### src/hdl/fss_pkg.sv
// Shared types and constants for the fuzzy subsequence scorer.
// No dependencies; imported by fss_regs, fuzzy_subsequence_scorer and the testbench.
package fss_pkg;

  localparam int ADDR_W      = 6;
  localparam int DATA_W      = 64;
  localparam int QUERY_BYTES = 32;
  localparam int QWORDS      = 4;

  typedef struct packed {
    logic [QWORDS-1:0][DATA_W-1:0] query_word;
    logic [5:0]                    query_length;
    logic                          host_enable;
    logic                          tags_enable;
  } cfg_t;

endpackage

### src/hdl/fss_regs.sv
// Configuration register file behind the APB-style port.
// Depends on fss_pkg for cfg_t and port widths.
module fss_regs
  import fss_pkg::*;
(
  input  logic              clk,
  input  logic              rst,
  input  logic              psel,
  input  logic              penable,
  input  logic              pwrite,
  input  logic [ADDR_W-1:0] paddr,
  input  logic [DATA_W-1:0] pwdata,
  output logic [DATA_W-1:0] prdata,
  output logic              pready,
  output cfg_t              cfg
);

  typedef enum logic [2:0] {
    REG_QUERY_W0  = 3'd0,
    REG_QUERY_W1  = 3'd1,
    REG_QUERY_W2  = 3'd2,
    REG_QUERY_W3  = 3'd3,
    REG_QUERY_LEN = 3'd4,
    REG_HOST_EN   = 3'd5,
    REG_TAGS_EN   = 3'd6
  } reg_index_t;

  logic [2:0] index;
  logic       write_en;

  assign index    = paddr[ADDR_W-1:3];
  assign pready   = 1'b1;
  assign write_en = psel && penable && pwrite && pready;

  always_ff @(posedge clk) begin
    if (rst) begin
      cfg.query_word   <= '0;
      cfg.query_length <= '0;
      cfg.host_enable  <= 1'b1;
      cfg.tags_enable  <= 1'b1;
    end else if (write_en) begin
      unique case (index)
        REG_QUERY_W0:  cfg.query_word[0] <= pwdata;
        REG_QUERY_W1:  cfg.query_word[1] <= pwdata;
        REG_QUERY_W2:  cfg.query_word[2] <= pwdata;
        REG_QUERY_W3:  cfg.query_word[3] <= pwdata;
        REG_QUERY_LEN: cfg.query_length <= pwdata[5:0];
        REG_HOST_EN:   cfg.host_enable  <= pwdata[0];
        REG_TAGS_EN:   cfg.tags_enable  <= pwdata[0];
        default: ;
      endcase
    end
  end

  always_comb begin
    unique case (index)
      REG_QUERY_W0:  prdata = cfg.query_word[0];
      REG_QUERY_W1:  prdata = cfg.query_word[1];
      REG_QUERY_W2:  prdata = cfg.query_word[2];
      REG_QUERY_W3:  prdata = cfg.query_word[3];
      REG_QUERY_LEN: prdata = DATA_W'(cfg.query_length);
      REG_HOST_EN:   prdata = DATA_W'(cfg.host_enable);
      REG_TAGS_EN:   prdata = DATA_W'(cfg.tags_enable);
      default:       prdata = '0;
    endcase
  end

endmodule

### src/hdl/fuzzy_subsequence_scorer.sv
// Top level: input stage, scoring state and result register.
// Depends on fss_pkg and fss_regs.
//
//  channel   handshake                 payload
//  item      item_valid / item_ready   string_kind char_present target_char
//                                      string_end record_end
//  result    result_valid/result_ready best_score matched
//  config    psel penable pwrite       paddr pwdata prdata (pready tied high)
//
// One item per cycle unless a record end waits on a stalled result. Items are
// scored from the input stage; a record's result loads as its end is scored.
// The per-string running state closes a registered feedback loop on each item.
// Reset clears the scoring state and both valid flags; there is no clearing pass.
// A stalled result stalls the input only while a record-end item waits in the stage.
module fuzzy_subsequence_scorer
  import fss_pkg::*;
#(
  parameter int QUERY_CHARS = 32
) (
  input  logic              clk,
  input  logic              rst,
  input  logic              psel,
  input  logic              penable,
  input  logic              pwrite,
  input  logic [ADDR_W-1:0] paddr,
  input  logic [DATA_W-1:0] pwdata,
  output logic [DATA_W-1:0] prdata,
  output logic              pready,
  input  logic              item_valid,
  output logic              item_ready,
  input  logic [1:0]        string_kind,
  input  logic              char_present,
  input  logic [7:0]        target_char,
  input  logic              string_end,
  input  logic              record_end,
  output logic              result_valid,
  input  logic              result_ready,
  output logic [10:0]       best_score,
  output logic              matched
);

  localparam logic [1:0]  KIND_NAME  = 2'd0;
  localparam logic [1:0]  KIND_HOST  = 2'd1;
  localparam logic [1:0]  KIND_TAGS  = 2'd2;
  localparam logic [7:0]  CHAR_STAR  = 8'h2A;
  localparam logic [7:0]  CHAR_SPACE = 8'h20;
  localparam logic [7:0]  CHAR_DASH  = 8'h2D;
  localparam logic [7:0]  CHAR_UNDER = 8'h5F;
  localparam logic [7:0]  CASE_GAP   = 8'd32;
  localparam logic [7:0]  WORD_BONUS = 8'd5;
  localparam logic [10:0] SCORE_MAX  = 11'h7FF;
  localparam logic [5:0]  QLIM       = 6'(QUERY_CHARS);

  function automatic logic [7:0] fold(input logic [7:0] c);
    return (c >= 8'h41 && c <= 8'h5A) ? c + CASE_GAP : c;
  endfunction

  cfg_t cfg;

  fss_regs u_regs (
    .clk     (clk),
    .rst     (rst),
    .psel    (psel),
    .penable (penable),
    .pwrite  (pwrite),
    .paddr   (paddr),
    .pwdata  (pwdata),
    .prdata  (prdata),
    .pready  (pready),
    .cfg     (cfg)
  );

  logic [QUERY_BYTES-1:0][7:0] qbytes;
  logic [5:0] qlen;
  logic       star;

  assign qbytes = cfg.query_word;
  assign qlen   = (cfg.query_length > QLIM) ? QLIM : cfg.query_length;

  always_comb begin
    star = 1'b0;
    for (int i = 0; i < QUERY_BYTES; i++) begin
      if (6'(i) < qlen && qbytes[i] == CHAR_STAR) begin
        star = 1'b1;
      end
    end
  end

  logic       stage_valid;
  logic [1:0] stage_kind;
  logic       stage_present;
  logic [7:0] stage_char;
  logic       stage_string_end;
  logic       stage_record_end;
  logic       advance;

  assign advance    = stage_valid && (!stage_record_end || !result_valid || result_ready);
  assign item_ready = !stage_valid || advance;

  always_ff @(posedge clk) begin
    if (rst) begin
      stage_valid <= 1'b0;
    end else if (item_ready) begin
      stage_valid <= item_valid;
    end
  end

  always_ff @(posedge clk) begin
    if (item_ready && item_valid) begin
      stage_kind       <= string_kind;
      stage_present    <= char_present;
      stage_char       <= target_char;
      stage_string_end <= string_end;
      stage_record_end <= record_end;
    end
  end

  logic [5:0]  query_position, query_position_next;
  logic [5:0]  run_length, run_length_next;
  logic [10:0] string_score, string_score_next;
  logic [7:0]  previous_char, previous_char_next;
  logic        at_string_start, at_string_start_next;
  logic        string_seen, string_seen_next;
  logic [10:0] record_best, record_best_next;
  logic [10:0] result_next;

  logic        kind_en;
  logic        word_start;
  logic [7:0]  add;
  logic [11:0] sum;
  logic [10:0] str_result;

  always_comb begin
    query_position_next  = query_position;
    run_length_next      = run_length;
    string_score_next    = string_score;
    previous_char_next   = previous_char;
    at_string_start_next = at_string_start;
    string_seen_next     = string_seen;
    record_best_next     = record_best;
    result_next          = '0;
    word_start = at_string_start || previous_char == CHAR_SPACE ||
                 previous_char == CHAR_DASH || previous_char == CHAR_UNDER;
    add = {({1'b0, run_length} + 7'd1), 1'b0} + (word_start ? WORD_BONUS : 8'd0);
    sum = 12'(string_score) + 12'(add);
    kind_en = stage_kind == KIND_NAME || (stage_kind == KIND_HOST && cfg.host_enable) ||
              (stage_kind == KIND_TAGS && cfg.tags_enable);

    if (kind_en) begin
      string_seen_next = 1'b1;
      if (stage_present) begin
        if (query_position < qlen) begin
          if (fold(qbytes[query_position[4:0]]) == fold(stage_char)) begin
            query_position_next = query_position + 6'd1;
            run_length_next     = run_length + 6'd1;
            string_score_next   = (sum > 12'(SCORE_MAX)) ? SCORE_MAX : sum[10:0];
          end else begin
            run_length_next = '0;
          end
        end
        previous_char_next   = stage_char;
        at_string_start_next = 1'b0;
      end
    end

    if (star) begin
      str_result = 11'd1;
    end else if (query_position_next == qlen) begin
      str_result = string_score_next;
    end else begin
      str_result = '0;
    end

    if (stage_string_end || stage_record_end) begin
      if (string_seen_next && str_result > record_best) begin
        record_best_next = str_result;
      end
      query_position_next  = '0;
      run_length_next      = '0;
      string_score_next    = '0;
      previous_char_next   = '0;
      at_string_start_next = 1'b1;
      string_seen_next     = 1'b0;
    end

    if (stage_record_end) begin
      result_next      = (qlen == '0) ? 11'd1 : record_best_next;
      record_best_next = '0;
    end
  end

  always_ff @(posedge clk) begin
    if (rst) begin
      query_position  <= '0;
      run_length      <= '0;
      string_score    <= '0;
      previous_char   <= '0;
      at_string_start <= 1'b1;
      string_seen     <= 1'b0;
      record_best     <= '0;
    end else if (advance) begin
      query_position  <= query_position_next;
      run_length      <= run_length_next;
      string_score    <= string_score_next;
      previous_char   <= previous_char_next;
      at_string_start <= at_string_start_next;
      string_seen     <= string_seen_next;
      record_best     <= record_best_next;
    end
  end

  always_ff @(posedge clk) begin
    if (rst) begin
      result_valid <= 1'b0;
    end else if (advance && stage_record_end) begin
      result_valid <= 1'b1;
    end else if (result_ready) begin
      result_valid <= 1'b0;
    end
  end

  always_ff @(posedge clk) begin
    if (advance && stage_record_end) begin
      best_score <= result_next;
      matched    <= result_next != '0;
    end
  end

`ifndef SYNTH
  a_stall_cause: assert property (@(posedge clk) disable iff (rst)
    !item_ready |-> stage_valid && stage_record_end && result_valid && !result_ready)
    else $error("item stage stalled without a blocked result");

  a_result_load: assert property (@(posedge clk) disable iff (rst)
    advance && stage_record_end |=> result_valid)
    else $error("record end did not load the result register");

  a_matched: assert property (@(posedge clk) disable iff (rst)
    result_valid |-> matched == (best_score != '0))
    else $error("matched disagrees with best_score");

  a_reset_clear: assert property (@(posedge clk)
    rst |=> !result_valid && !stage_valid && record_best == '0)
    else $error("state not cleared by reset");
`endif

endmodule

### config.mk
export PLATFORM = sky130hd
export DESIGN_NAME = fuzzy_subsequence_scorer
export DESIGN_NICKNAME = d
export VERILOG_FILES = /design/src/hdl/fss_pkg.sv /design/src/hdl/fss_regs.sv /design/src/hdl/fuzzy_subsequence_scorer.sv
export SDC_FILE = /design/constraint.sdc
export NUM_CORES = 1
export LEC_CHECK = 0
export BUFFER_PORTS_ARGS = -buffer_cell sky130_fd_sc_hd__clkbuf_2
export CAP_MARGIN = 10
export CORE_MARGIN = 1
export CORE_UTILIZATION = 45
export CTS_CLUSTER_DIAMETER = 80
export CTS_CLUSTER_SIZE = 24
export DETAILED_ROUTE_END_ITERATION = 12
export PLACE_DENSITY = 0.66
export SLEW_MARGIN = 15
export SYNTH_ARGS = -nofsm -noshare
export SYNTH_HDL_FRONTEND = slang
export SYNTH_HIERARCHICAL = 1
export SYNTH_SLANG_ARGS = --single-unit
export TNS_END_PERCENT = 20
### constraint.sdc
create_clock -name clk -period 14.7 [get_ports clk]
set_input_delay 2.94 -clock clk [delete_from_list [all_inputs] [get_ports clk]]
set_output_delay 2.94 -clock clk [all_outputs]
set_load 0.01 [all_outputs]
* Word-level counts from Yosys, hierarchy flattened
Cells that the tools add are included.
** Cells by class
- $add $sub $neg :: 7
- Multiply operators :: 0
- Divide/modulo/power cells :: 0
- $lt $le $gt $ge :: 41
- Equal/unequal tests :: 45
- Shift operators :: 0
- Muxes and demuxes :: 72
- Bitwise logic cells :: 0
- Reductions and logical operators :: 71
** Operator list (number)
- case mux 64 bit (7 select lines) :: 1
- equality test 8 x 6 -> 1 bit, second input constant :: 34
- 2-to-1 mux 11 bit :: 13
- < comparator 5 x 6 -> 1 bit, first input constant :: 16
- 2-to-1 mux 6 bit :: 11
- < comparator 4 x 6 -> 1 bit, first input constant :: 8
- 2-to-1 mux 8 bit :: 6
- logical AND 1 bit :: 42
- binary-select mux 8 bit (select 5 bit) :: 1
- 2-to-1 mux 1 bit :: 39
- < comparator 3 x 6 -> 1 bit, first input constant :: 4
- adder 8 x 6 -> 8 bit, second input constant :: 2
- greater-or-equal comparator 8 x 7 -> 1 bit, second input constant :: 2
- less-or-equal comparator 8 x 7 -> 1 bit, second input constant :: 2
- AND reduction 2 bit :: 7
- adder 11 x 8 -> 12 bit :: 1
- adder 6 x 1 -> 6 bit, second input constant :: 2
- > comparator 12 x 11 -> 1 bit, second input constant :: 1
- < comparator 1 x 6 -> 1 bit, first input constant :: 2
- < comparator 2 x 6 -> 1 bit, first input constant :: 2
- > comparator 11 bit :: 1
- nonzero test 11 bit :: 1
- equality test 3 bit, second input constant :: 3
- logical OR 1 bit :: 9
- other kinds (20) :: 26
** Storage, ports and cells
- Bits in registers :: 335
- Bits in latches :: 0
- RAM bits :: 0
- Memory bits (read-only) :: 0
- Output and inout bits :: 79
- Memories kept :: 0

* Logic depth before layout (Yosys ltp)
Gate-level depths: netlist (run 1).
- Word-level depth :: 44
- Gate-level depth with buffers :: 32
- Depth with buffers taken out :: 29

* Hierarchy
Netlist (run 1), hierarchy kept.
** By module, submodules not included
- fss_regs :: instances 1, cells each 1110, area an instance 12544.5 um^2, seq. area each 5285.1 um^2
- fuzzy_subsequence_scorer :: instances 1, cells each 917, area an instance 8040.2 um^2, seq. area each 1671.6 um^2

* Worst setup path after synthesis (run 1)
Ideal clock, no wire load.
- Kind :: in2out
- From :: in paddr[4]
- To :: out prdata[0]
- Arrival :: 3981 ps
- Setup slack :: 7779 ps
- Stages :: 4
- Cell sequence :: buf_6 -> buf_6 -> mux4_2 -> mux2_2
** On the way
- Cells in the longest elaborated chain, start to end :: 2
- Elaborated cells on any way between the ends :: 8
- Classes of those cells :: 6 x eq/ne; 1 x mux; 1 x reduce/logical
** Ends and longest elaborated chain
- start, declared :: line fuzzy_subsequence_scorer.sv:25 : input logic [ADDR_W-1:0] paddr,
- equality test 3 bit (tied with other cells) :: line fss_regs.sv:56 : unique case (index)
- case mux 64 bit (7 select lines) * :: line fss_regs.sv:56
- end, declared :: line fuzzy_subsequence_scorer.sv:27 : output logic [DATA_W-1:0] prdata,
Mark *: on every way between the ends. The rest lies on a longest branch, timed or not.

* Worst setup path in the final report (run 1)
Ends and elaborated chain as after synthesis.

==> flow_summary.rst, run 1 <==
.. list-table::
   :header-rows: 1

   * - Metric
     - Value
   * - Status
     - finished clean
   * - Placer Congestion
     - 1.03
   * - CTS tree
     - yes
   * - Endpoint kind of the worst setup timing path
     - output pin
   * - Total vias in the final route
     - 16648
   * - Detailed placement HPWL
     - 51.4 mm
   * - Switching power
     - 0.463 mW
   * - Crit Path Category
     - input port to output pin
   * - Req. time, crit path
     - 11760 ps
   * - Launching instance or port of the critical path
     - paddr[4]
   * - Die outline width
     - 216 µm
   * - Crit start category
     - input port
   * - Highest attainable clock frequency
     - 123 MHz
   * - Number of flops mapped to enable cells by yosys
     - 25
   * - Clock latency reported for the late side of the worst-skew pair
     - 580 ps
   * - Floorplan row count
     - 78
   * - Pin count of the biggest net entering global routing
     - 138
   * - Distinct cells, synth
     - 99
   * - Post-cts repair resize count
     - 0
   * - Fill count
     - 4254
   * - Net count of the finished layout
     - 2217
   * - Unrepaired setup endpoints after global routing
     - no
   * - Instance area after placement
     - 21400 µm²
   * - Root Driver
     - sky130_fd_sc_hd__clkbuf_16
   * - Number of top-level pins
     - 169
   * - Die Outline Area
     - 46600 µm²
   * - Part of the power in combinational logic
     - 6.7%
   * - Via density per instance
     - 6.14
   * - Fraction of registers with async set or reset after synthesis
     - 0%
   * - Total wire length after detailed routing
     - 69.9 mm
   * - Sequential cell area fraction in the yosys report
     - 33.8%
   * - Cell area after layout
     - 22200 µm²
   * - Flip-flop and latch count after synthesis
     - 335
   * - Max_cap viols
     - 0
   * - Kind of path behind the tightest hold check
     - flop to flop
   * - Synth Net Count
     - 2148
   * - Actual transition at the worst max-transition pin
     - 1120 ps
   * - Number of CTS-inserted buffers
     - 23
   * - Maximum fanout along the worst path
     - 41
   * - Switching power as a share of total power
     - 26.1%
   * - Cell area after synthesis
     - 20600 µm²
   * - Number of buffers on the longest clock path
     - 3
   * - Synth Flop Type
     - sky130_fd_sc_hd__dfxtp_1
   * - Met3 WL
     - 5.80 mm
   * - Total number of yosys warnings
     - 6
   * - LEAKAGE
     - 8.89 nW
   * - Origin of the worst min-delay path
     - record_best[10]
   * - DR pass1 iterations
     - 6
   * - Clock share of power
     - 40.3%
   * - Depth of the CTS H-tree
     - 1
   * - Fraction of layout cells with a size suffix above 1
     - 17.0%
   * - Count of endpoints failing hold in the final timing report
     - 0
   * - Fin Clk Skew
     - 33.4 ps
   * - Total grt overflow
     - 0
   * - Max-slew violation count
     - 0
   * - Sequential share of power
     - 53.0%
   * - Total global-route track usage
     - 29.4%
   * - Total number of clock tree sinks
     - 335
   * - P_int
     - 1.31 mW
   * - Area growth from synthesis to layout
     - 8.05%
   * - Final worst-path cycle share
     - 55.2%
   * - # DRC
     - 0
   * - Height of the die
     - 216 µm
   * - Syn Inst Count
     - 2027
   * - Hold buffer count at cts
     - 0
   * - Top Metal Used
     - met4
   * - Total met2 wirelength after detailed routing
     - 31.9 mm
   * - Starting density of the core
     - 45.5%
   * - Worst relative slew slack
     - 24.2%
   * - Sum of negative setup slack
     - 0 ps
   * - Area inside the core boundary
     - 45300 µm²
   * - Vias in the first global route
     - 16034
   * - Initial antenna violation count
     - 3
   * - PwrDens
     - 79.7 nW/µm²
   * - Final critical delay including setup and external delays
     - 8120 ps
   * - Metal-1 WL
     - 29.7 mm
   * - R2r startpoint
     - query_position[1]
   * - Syn_area_per_cell
     - 10.2 µm²
   * - First-pass GRT wire length
     - 104 mm
   * - Power, Total
     - 1.77 mW
   * - CTS clk-pin slew, worst paths
     - 100 ps
   * - Worst supply voltage drop on vdd
     - 0.0000797 V
   * - Number of port buffers
     - 164
   * - Arrival time at the worst endpoint
     - 5180 ps
   * - Number of diodes added for antenna fixing
     - 0
   * - Setup bufs post-CTS
     - 0
   * - Remaining antenna violation count after routing
     - 0
   * - Number of DRC markers in iteration 0
     - 1971
   * - Final Setup Violations
     - 0
   * - Wire length per cell
     - 25.8 µm
cells in the final DEF, fill, tap and decap left out, types with 19 or more instances in the layout:
master	Yosys	layout
sky130_fd_sc_hd__mux2i_1	334	334
sky130_fd_sc_hd__nand2b_1	329	329
sky130_fd_sc_hd__dfxtp_1	310	308
sky130_fd_sc_hd__clkbuf_2	0	160
sky130_fd_sc_hd__mux4_2	95	95
sky130_fd_sc_hd__nand2_1	90	89
sky130_fd_sc_hd__nor2_1	87	87
sky130_fd_sc_hd__nor2b_1	80	80
sky130_fd_sc_hd__o21ai_0	54	54
sky130_fd_sc_hd__a21oi_1	48	48
sky130_fd_sc_hd__a22oi_1	37	37
sky130_fd_sc_hd__nor4bb_1	32	32
sky130_fd_sc_hd__ha_1	30	30
sky130_fd_sc_hd__inv_1	29	29
sky130_fd_sc_hd__nand3_1	26	26
sky130_fd_sc_hd__edfxtp_1	25	25
sky130_fd_sc_hd__nor4b_1	24	24
sky130_fd_sc_hd__clkbuf_16	0	23
sky130_fd_sc_hd__nor3_1	20	20
sky130_fd_sc_hd__buf_4	17	19
logic make-up (layout without fill, tap and decap cells):
family	Yosys count	after routing	synth area share (%)
and+or+nand+nor	774	774	22.6
muxes	439	439	27.4
DFF	335	335	33.8
AOI/OAI and AO/OA	256	256	8.52
buffers and inverters	168	251	4.81
adders and majority gates	31	31	1.92
xor gates and xnor gates	23	23	0.979
other	1	1	0.0182
synth_stat cells (25+ instances only):
master,instances,area share (%)
sky130_fd_sc_hd__mux2i_1,334,16
sky130_fd_sc_hd__o21ai_0,54,1.3
sky130_fd_sc_hd__ha_1,30,1.8
sky130_fd_sc_hd__a21oi_1,48,1.2
sky130_fd_sc_hd__dfxtp_1,310,30
sky130_fd_sc_hd__nor4bb_1,32,1.6
sky130_fd_sc_hd__nand2_1,90,1.6
sky130_fd_sc_hd__nor2_1,87,1.6
sky130_fd_sc_hd__buf_6,31,1.7
sky130_fd_sc_hd__a22oi_1,37,1.3
sky130_fd_sc_hd__nand3_1,26,0.63
sky130_fd_sc_hd__inv_1,29,0.53
sky130_fd_sc_hd__clkbuf_1,64,1.2
sky130_fd_sc_hd__nand2b_1,329,10
sky130_fd_sc_hd__edfxtp_1,25,3.6
sky130_fd_sc_hd__nor2b_1,80,2.4
sky130_fd_sc_hd__mux4_2,95,10
routing by layer:
layer  up-vias  GRT usage (%)
met1      8255           40.3
met5         -              0
li1       7519              -
met4         0           9.57
met2       742           46.6
met3       132           5.12
layout make-up:
class | count | area [µm²] | area share, %
clock buffers | 25 | 593 | 2.67
flip-flops and latches | 335 | 6960 | 31.3
repair buffers | 181 | 962 | 4.33
well taps | 600 | 751 | 3.38
clock inverters | 14 | 206 | 0.928
multi-input cells | 1524 | 12700 | 56.9
inverters | 31 | 116 | 0.523
worst max-delay path, cell delays in order:
cell and delay, ps:
sky130_fd_sc_hd__buf_4 530, sky130_fd_sc_hd__buf_4 620, sky130_fd_sc_hd__mux4_2 560, sky130_fd_sc_hd__mux2_2 300
sky130_fd_sc_hd__clkbuf_2 140
power by group through the flow:
stage                     sequential (mW)  clock, mW  combinational (mW)
after detailed placement            0.959          0               0.119
final                               0.939      0.715               0.119
after CTS                           0.938      0.724               0.119
after global routing                0.939      0.758               0.128
after global placement              0.959          0               0.116
after floorplan                     0.953          0              0.0840
stage by stage:
step                      hold WS [ps]  worst slack (ps)  utilization, %  std cells
final                              465              6580            49.1       2710
after global routing               513              6180            49.1       2710
after CTS                          463              6610            49.1       2710
after detailed placement           450              6620            47.4       2671
after global placement             443              6610            47.4       2671
after floorplan                    432              7780               -       2027
path summary, 6_finish.rpt:
| path | end | slack, ps | depth (start not counted) |
|---|---|---|---|
| worst min register to register | record_best[10] | 460 | 2 |
| worst max register to register | record_best[10] | 6630 | 23 |
| worst max-delay path | prdata[0] | 6580 | 5 |
| worst min-delay path | record_best[10] | 460 | 2 |
sequential cells by signal (all words and copies together) (netlist names):
name and count:
stage_valid 1, result_valid 1, record_best 11, query_position 6
best_score 11, run_length 6, stage_string_end 1, stage_char 8
stage_record_end 1, at_string_start 1, stage_kind 2, string_seen 1
stage_present 1, u_regs/cfg 264, string_score 11, matched 1
previous_char 8
Note: power is estimated with default switching activity, not from simulation.
==> inputs of run 2 (changes only) <==
--- a/config.mk
+++ b/config.mk
@@ -12,7 +12,7 @@
 export CTS_CLUSTER_DIAMETER = 80
 export CTS_CLUSTER_SIZE = 24
 export DETAILED_ROUTE_END_ITERATION = 12
-export PLACE_DENSITY = 0.66
+export PLACE_DENSITY = 0.68
 export SLEW_MARGIN = 15
 export SYNTH_ARGS = -nofsm -noshare
 export SYNTH_HDL_FRONTEND = slang
==> constraint.sdc (replaced) <==
create_clock -name clk -period 6.6 [get_ports clk]
set_input_delay 1.32 -clock clk [delete_from_list [all_inputs] [get_ports clk]]
set_output_delay 1.32 -clock clk [all_outputs]
set_load 0.01 [all_outputs]
==> run 2 against run 1 <==
Non-clock buffer count up 65. Total power up 120%. Highest routed layer is now met5. Sequential cell count unchanged. Die area unchanged. Combinational power up 130%. First-iteration DRC count down 8.0%. Register-to-register slack worse by 6300 ps. Via count up 1.5%. Global-route usage up 0.51 points.
==> flow_summary.rst, run 2 (same netlist as run 1, synthesis figures left out) <==
.. list-table::
   :header-rows: 1

   * - Metric
     - Value
   * - Status
     - finished clean
   * - LEAKAGE
     - 9.22 nW
   * - R2r startpoint
     - query_position[1]
   * - Placer Congestion
     - 1.02
   * - Total grt overflow
     - 0
   * - Clock latency reported for the late side of the worst-skew pair
     - 590 ps
   * - Net count of the finished layout
     - 2282
   * - Final Setup Violations
     - 0
   * - First-pass GRT wire length
     - 106 mm
   * - Worst path cell trace
     - buf_12, mux4_2, mux2i_1, o211ai_1, a222oi_1, a211oi_2, o211ai_1, mux2_2, or4b_4, a211oi_2, ha_1, nor2b_1, o21a_1, o21a_1, o21a_1, o21a_1, o21ai_0, a21oi_1, o21a_1, o31a_1, o41a_1, nor4_1, nand3b_1
   * - Met2 track demand over resource
     - 48.2%
   * - Height of the die
     - 216 µm
   * - Floorplan row count
     - 78
   * - Number of port buffers
     - 164
   * - Fill count
     - 4204
   * - Total number of clock tree sinks
     - 335
   * - Endpoint kind of the worst setup timing path
     - flop
   * - Kind of path behind the tightest hold check
     - flop to flop
   * - Wire length per cell
     - 25.6 µm
   * - Pin count of the biggest net entering global routing
     - 157
   * - Register-to-Register Path Depth
     - 23
   * - Crit Path Category
     - flop to flop
   * - Remaining antenna violation count after routing
     - 0
   * - Max reg flops
     - 264
   * - Starting density of the core
     - 45.5%
   * - Worst relative slew slack
     - 15.8%
   * - Final critical delay including setup and external delays
     - 6310 ps
   * - Maximum fanout along the worst path
     - 8
   * - Area growth from synthesis to layout
     - 10.8%
   * - Global route hottest layer
     - met2
   * - Highest attainable clock frequency
     - 158 MHz
   * - Reg-to-reg endpoint
     - matched
   * - Unrepaired setup endpoints after global routing
     - no
   * - Number of buffers on the longest clock path
     - 3
   * - Die Outline Area
     - 46600 µm²
   * - Fin Clk Skew
     - 42.7 ps
   * - PwrDens
     - 171 nW/µm²
   * - Register-to-register setup slack
     - 290 ps
   * - Arrival time at the worst endpoint
     - 6600 ps
   * - CTS tree
     - yes
   * - # DRC
     - 0
   * - Hold Path End
     - record_best[10]
   * - Initial antenna violation count
     - 1
   * - Total vias in the final route
     - 16900
   * - Root Driver
     - sky130_fd_sc_hd__clkbuf_16
   * - Commonest cells after routing, fill and taps aside
     - 334 x sky130_fd_sc_hd__mux2i_1, 329 x sky130_fd_sc_hd__nand2b_1, 305 x sky130_fd_sc_hd__dfxtp_1
   * - Detailed placement HPWL
     - 53.7 mm
   * - Die outline width
     - 216 µm
   * - Worst supply voltage drop on vdd
     - 0.000161 V
   * - Most common cell type on the critical path
     - sky130_fd_sc_hd__o21a_1
   * - Actual transition at the worst max-transition pin
     - 1250 ps
   * - Max_cap viols
     - 0
   * - Final worst-path cycle share
     - 95.7%
   * - Max-slew violation count
     - 0
   * - Met3 Resource Use GR
     - 3.48%
   * - DR pass1 iterations
     - 8
   * - Sum of negative setup slack
     - 0 ps
   * - Via density per instance
     - 6.09
   * - Total wire length after detailed routing
     - 71.1 mm
   * - Commonest non-fill, non-tap cell in the layout
     - sky130_fd_sc_hd__mux2i_1
   * - Number of diodes added for antenna fixing
     - 0
   * - Slowest library cell on the worst path
     - sky130_fd_sc_hd__or4b_4
   * - Area inside the core boundary
     - 45300 µm²
   * - Sequential Area
     - 6970 µm²
   * - Count of endpoints failing hold in the final timing report
     - 0
   * - Number of CTS-inserted buffers
     - 23
   * - Count of cells along the worst hold path
     - 2
   * - Launching instance or port of the critical path
     - query_position[1]
   * - Hold buffer count at cts
     - 0
   * - Number of DRC markers in iteration 0
     - 1813
   * - Highest cell delay on the worst timing path
     - 570 ps
   * - Top reg by flops
     - u_regs/cfg
   * - Total global-route track usage
     - 29.9%
   * - Fraction of layout cells with a size suffix above 1
     - 19.7%
   * - Depth of the CTS H-tree
     - 1
   * - Area of the multi-input gates
     - 12700 µm²
   * - Power, Total
     - 3.90 mW
   * - Crit start category
     - flop
   * - Vias in the first global route
     - 16319
   * - Met1 track demand over resource
     - 41.2%
   * - CTS clk-pin slew, worst paths
     - 90 ps
   * - Number of top-level pins
     - 169
   * - Origin of the worst min-delay path
     - record_best[10]
   * - Req. time, crit path
     - 6880 ps
run 2: changes by cell type in the layout (fill, tap and decap cells not counted), sizes merged:
cell / previous run / this run
inv: 37 / 38
buf: 20 / 85
clkinv: 7 / 4
clkinvlp: 0 / 2
run 2: layout make-up:
class	count	area share, %
inverters	31	0.510
repair buffers	246	6.77
flip-flops and latches	335	30.6
multi-input cells	1524	55.5
clock inverters	14	0.801
well taps	600	3.29
clock buffers	25	2.56
run 2: power by group:
part           total [mW]  switching (mW)  internal [mW]
Combinational       0.269           0.154          0.115
Clock                1.54           0.820          0.718
Sequential           2.09          0.0283           2.06
Total                3.90            1.00           2.90
run 2: worst max-delay path by stage:
stage                          to  slack, ps  cells past startpoint
after global routing      matched          4                     28
final                     matched        290                     23
after detailed placement  matched        120                     27
after floorplan           matched        420                     30
after global placement    matched        140                     27
after CTS                 matched         60                     27
run 2: critical path, delay by kind of cell (launching register included):
kind,cells,cell delay [ps]
mux,3,1170
simple gates,4,1130
fa+ha+maj,1,290
compound gates,14,2780
buf+inv,1,160
flops,1,500
run 2: routing by layer:
metal,vias up,wire [µm]
met5,-,14
met4,2,2590
met3,137,4980
met2,723,32700
met1,8388,30800
li1,7650,-
run 2: timing repair:
item,in CTS,in global routing
gates resized for setup,0,7
buffers inserted,0,5
setup endpoints to repair,0,22
run 2: metrics by stage:
stage          instances  hold slack, ps  cell area, µm²  util, %  worst slack [ps]
5_1_grt             2775             496           22800     50.4              3.58
6_report            2775             458           22800     50.4               286
3_5_place_dp        2731             451           22000     48.5               123
4_1_cts             2770             462           22700     50.2              56.2
2_1_floorplan       2027             432           20600        -               420
3_3_place_gp        2731             449           22000     48.5               140
